## src/rtl/swgcl_div.sv

```systemverilog
// Bit-serial restoring divider: quotient = (2^46 + divisor/2) / divisor.
// One quotient bit per cycle, 17 quotient bits. Uses nothing outside this file.
`timescale 1ns / 1ps
`default_nettype none
module swgcl_div (
	input  wire logic        clk,
	input  wire logic        arst_n,
	input  wire logic        start,
	input  wire logic [31:0] divisor,
	output logic             busy,
	output logic             done,
	output logic [16:0]      quotient
);

	logic [31:0] rem_q;
	logic [31:0] div_q;
	logic [16:0] num_q;
	logic [16:0] quo_q;
	logic [4:0]  cnt_q;
	logic        busy_q;
	logic        done_q;
	logic [46:0] numer;
	logic [31:0] trial;
	logic        qbit;

	assign numer = (47'd1 << 46) + 47'(divisor >> 1);
	assign trial = {rem_q[30:0], num_q[16]};
	assign qbit  = (trial >= div_q);

	// Control
	always_ff @(posedge clk or negedge arst_n) begin
		if (!arst_n) begin
			busy_q <= 1'b0;
			done_q <= 1'b0;
			cnt_q  <= '0;
		end else begin
			done_q <= 1'b0;
			if (start) begin
				busy_q <= 1'b1;
				cnt_q  <= '0;
			end else if (busy_q) begin
				cnt_q <= cnt_q + 5'd1;
				if (cnt_q == 5'd16) begin
					busy_q <= 1'b0;
					done_q <= 1'b1;
				end
			end
		end
	end

	// Datapath: shift in one numerator bit, subtract when it fits
	always_ff @(posedge clk) begin
		if (start) begin
			rem_q <= 32'(numer[46:17]);
			num_q <= numer[16:0];
			div_q <= divisor;
			quo_q <= '0;
		end else if (busy_q) begin
			rem_q <= qbit ? (trial - div_q) : trial;
			num_q <= {num_q[15:0], 1'b0};
			quo_q <= {quo_q[15:0], qbit};
		end
	end

	assign busy     = busy_q;
	assign done     = done_q;
	assign quotient = quo_q;

endmodule
`default_nettype wire

```

## config.mk

```make
export PLATFORM = sky130hd
export DESIGN_NAME = swgcl_div
export DESIGN_NICKNAME = d
export VERILOG_FILES = /design/src/rtl/swgcl_div.sv
export SDC_FILE = /design/constraint.sdc
export NUM_CORES = 1
export LEC_CHECK = 0
export BUFFER_PORTS_ARGS = -buffer_cell sky130_fd_sc_hd__buf_2
export CELL_PAD_IN_SITES_DETAIL_PLACEMENT = 1
export CELL_PAD_IN_SITES_GLOBAL_PLACEMENT = 2
export CORE_ASPECT_RATIO = 0.6
export CORE_UTILIZATION = 42
export DETAILED_ROUTE_END_ITERATION = 16
export GPL_ROUTABILITY_DRIVEN = 0
export PLACE_DENSITY_LB_ADDON = 0.15
export SYNTH_ARGS = -nofsm -noshare
export SYNTH_HDL_FRONTEND = slang
export SYNTH_SLANG_ARGS = --single-unit
```

## constraint.sdc

```tcl
create_clock -name clk -period 4.4 [get_ports clk]
set_input_delay 0.88 -clock clk [delete_from_list [all_inputs] [get_ports clk]]
set_output_delay 0.88 -clock clk [all_outputs]
set_load 0.01 [all_outputs]
```

==> reports/results.ini <==
[clock_tree]
cts-htree-levels=3
numCtsBuffers=9
cts-root-buf=clkbuf_16
postCtsSetupRepairBufs=0
hold_buffers=0
cts_tree=done
cts_resized=0
cts_sinks=104
cts.path.max_buffers=2
clk_pin_slew_ns=0.08
clock_latency_ns=0.36

[synthesis]
synthTopCellsByCount=edfxtp_1 (79), nor2_1 (66), a21oi_1 (47)
synth_ff_type=edfxtp_1
yosysMostFrequentCell=edfxtp_1
ys_async_sr_fraction=0.0673
synth_warnings=0
avgSynthCellArea_um2=10.3
synth_cell_types=58
netlist_instances=576
yosysSeqAreaShare=0.492
ys_ff_latch=104
synthesis.nets=646
synth_area_mm2=0.00591
synth.top_cell.area_share=0.401
netlist_top_cells_area=edfxtp_1 (40%), ha_1 (7.2%), dfxtp_1 (6.1%), nor2_1 (4.2%), a21oi_1 (4.0%)
synth_edf_count=79
yosys.area.top_type=edfxtp_1

[grt]
grtUsageTotal=0.224
grt_overflow_total=0
grt_pass1_vias=4430
grt_max_degree=56
grt_antenna_before_repair=0
grt_pass1_wl_um=24400

[timing]
tns_ns=0
rsz0062_at_grt=false
setup_viol=0
fmax_ghz=0.291
hold_viol_final=0
clock_skew_ns=0.0153
finalCritPeriodShare=0.782
drv_slew=0
setup_slack_ns=0.960
tightest_slew_ns=0.744
fin_crit_ns=3.44
slew_headroom=0.502

[setup_path]
crit_arrival_ns=3.53
critPathKind=flip-flop to flip-flop
cp-end-kind=flip-flop
regToRegSetupSlack_ns=0.96
cp_slowest_cell=o21ai_4
reg2regPathDepth=12
startpoint_type=flip-flop
path_max_fanout=26
cp_slowest_stage_delay_ns=0.63
startpoint=num_q[16]
cp-endpoint=rem_q[1]
r2r-start=num_q[16]
cp_data_required_time_ns=4.49
reg2reg_to=rem_q[1]
worstPathCellList=inv_1 -> ha_1 -> inv_1 -> fa_1 -> nand3_1 -> a21oi_1 -> o31ai_1 -> a21oi_1 -> o21ai_4 -> buf_4 -> mux2i_1 -> o21ai_0

[power_and_ir_drop]
p_leak_nw=3.01
p_per_area_mw_per_mm2=387
ir_worst_vdd_uv=223

[cells_and_area]
drive_gt1_frac=0.165
n_antenna_cell=0
layout.nets=689
area_growth_pct=12.4

[placed_design]
dp_hpwl_um=11600
portBuffers=53
place_ws_ns=1.01

[floorplan]
start_util=0.431
fp.dieArea_mm2=0.0146
die_w_um=155
row_count=33
io_pins=54
coreArea_mm2=0.0137
die_h_um=93.9

[min_path]
hold_path_class=primary input to asynchronous set/reset pin

[routing]
drtIter0Drc=319
route.vias.total=4454
via_per_inst=5.46
wirelength_um=15400
first_pass_iters=4
drc=0
drtAntennaViolNets=0
wire_per_inst_um=18.9

[status]
status=finished, final reports clean

[flow_run]
maxCapViolCount=0

## worst max-delay path: cells and delay by family (launching register included)
kind,cells,cell delay [ns]
AO/OA/AOI/OAI,5,1.32
adder cells (fa/ha/maj),2,0.59
buffers and inverters,3,0.48
flip-flops,1,0.40
multiplexers,1,0.22
AND/OR/NAND/NOR,1,0.15
## flip-flops by register name, indices dropped and copies added, names as in the netlist
register and count:
cnt_q 5, rem_q 31, busy 1, quotient 17, div_q 32, done 1, num_q 17
## power breakdown
| group | internal (mW) | switching (mW) |
|---|---|---|
| registers | 1.14 | 0.0365 |
| clock network | 0.400 | 0.395 |
| logic | 0.236 | 0.370 |
| total | 1.77 | 0.802 |
## cells in the final DEF, fill, tap and decap left out, types with 6 or more instances in the layout
cell / netlist / final
mux2i_1: 23 / 23
nor2_1: 66 / 66
nor3_1: 8 / 8
a22o_1: 6 / 6
clkbuf_16: 0 / 9
o21ai_0: 27 / 27
xor2_1: 12 / 12
a21o_1: 9 / 9
nand2_1: 44 / 43
nand3_1: 11 / 11
buf_2: 7 / 52
and2_1: 6 / 6
edfxtp_1: 79 / 79
nand4_1: 9 / 9
dfrtp_1: 7 / 7
dfxtp_1: 18 / 18
xnor2_1: 17 / 17
ha_1: 34 / 34
buf_4: 0 / 7
inv_1: 41 / 41
and3_1: 9 / 9
mux2_2: 16 / 16
a21oi_1: 47 / 47
## per-stage QoR
step	util	instances	hold WS (ns)	instance area, um2	power (mW)
final	0.485	816	0.348	6650	2.57
after global placement	0.464	800	0.475	6350	1.77
after CTS	0.485	816	0.342	6650	2.60
after detailed placement	0.464	800	0.491	6350	1.79
after global routing	0.485	816	0.348	6650	2.69
after floorplan	-	576	0.504	5910	1.62
## logic make-up (layout without fill, tap and decap cells)
group / after synthesis / count (layout) / synth area share
flops: 104 / 104 / 0.492
compound gates: 135 / 135 / 0.146
buf+inv: 68 / 116 / 0.0472
simple gates: 166 / 166 / 0.128
mux: 39 / 39 / 0.0694
fa+ha+maj: 35 / 35 / 0.0753
xor+xnor: 29 / 29 / 0.0430
## routing by layer
metal  wire, um  GRT usage
met1       8190      0.350
met2       6160      0.309
met3        940     0.0447
met4        153     0.0564
met5          0          0
## final cells by class
type / instances / area, um2
Fill cell: 1557 / 7060
Timing Repair Buffer: 59 / 313
Clock inverter: 6 / 62.6
Multi-Input combinational cell: 404 / 2740
Clock buffer: 10 / 229
Sequential cell: 104 / 2910
Tap cell: 192 / 240
Inverter: 41 / 154
## worst min-delay path by stage
stage / cells after the start / slack [ns] / end
2_1_floorplan: 2 / 0.50 / cnt_q[4]
3_3_place_gp: 2 / 0.47 / quotient[16]
3_5_place_dp: 2 / 0.49 / quotient[16]
4_1_cts: 1 / 0.34 / cnt_q[4]
5_1_grt: 1 / 0.35 / busy
6_report: 1 / 0.35 / cnt_q[4]
Note: power is estimated with default switching activity, not from simulation.
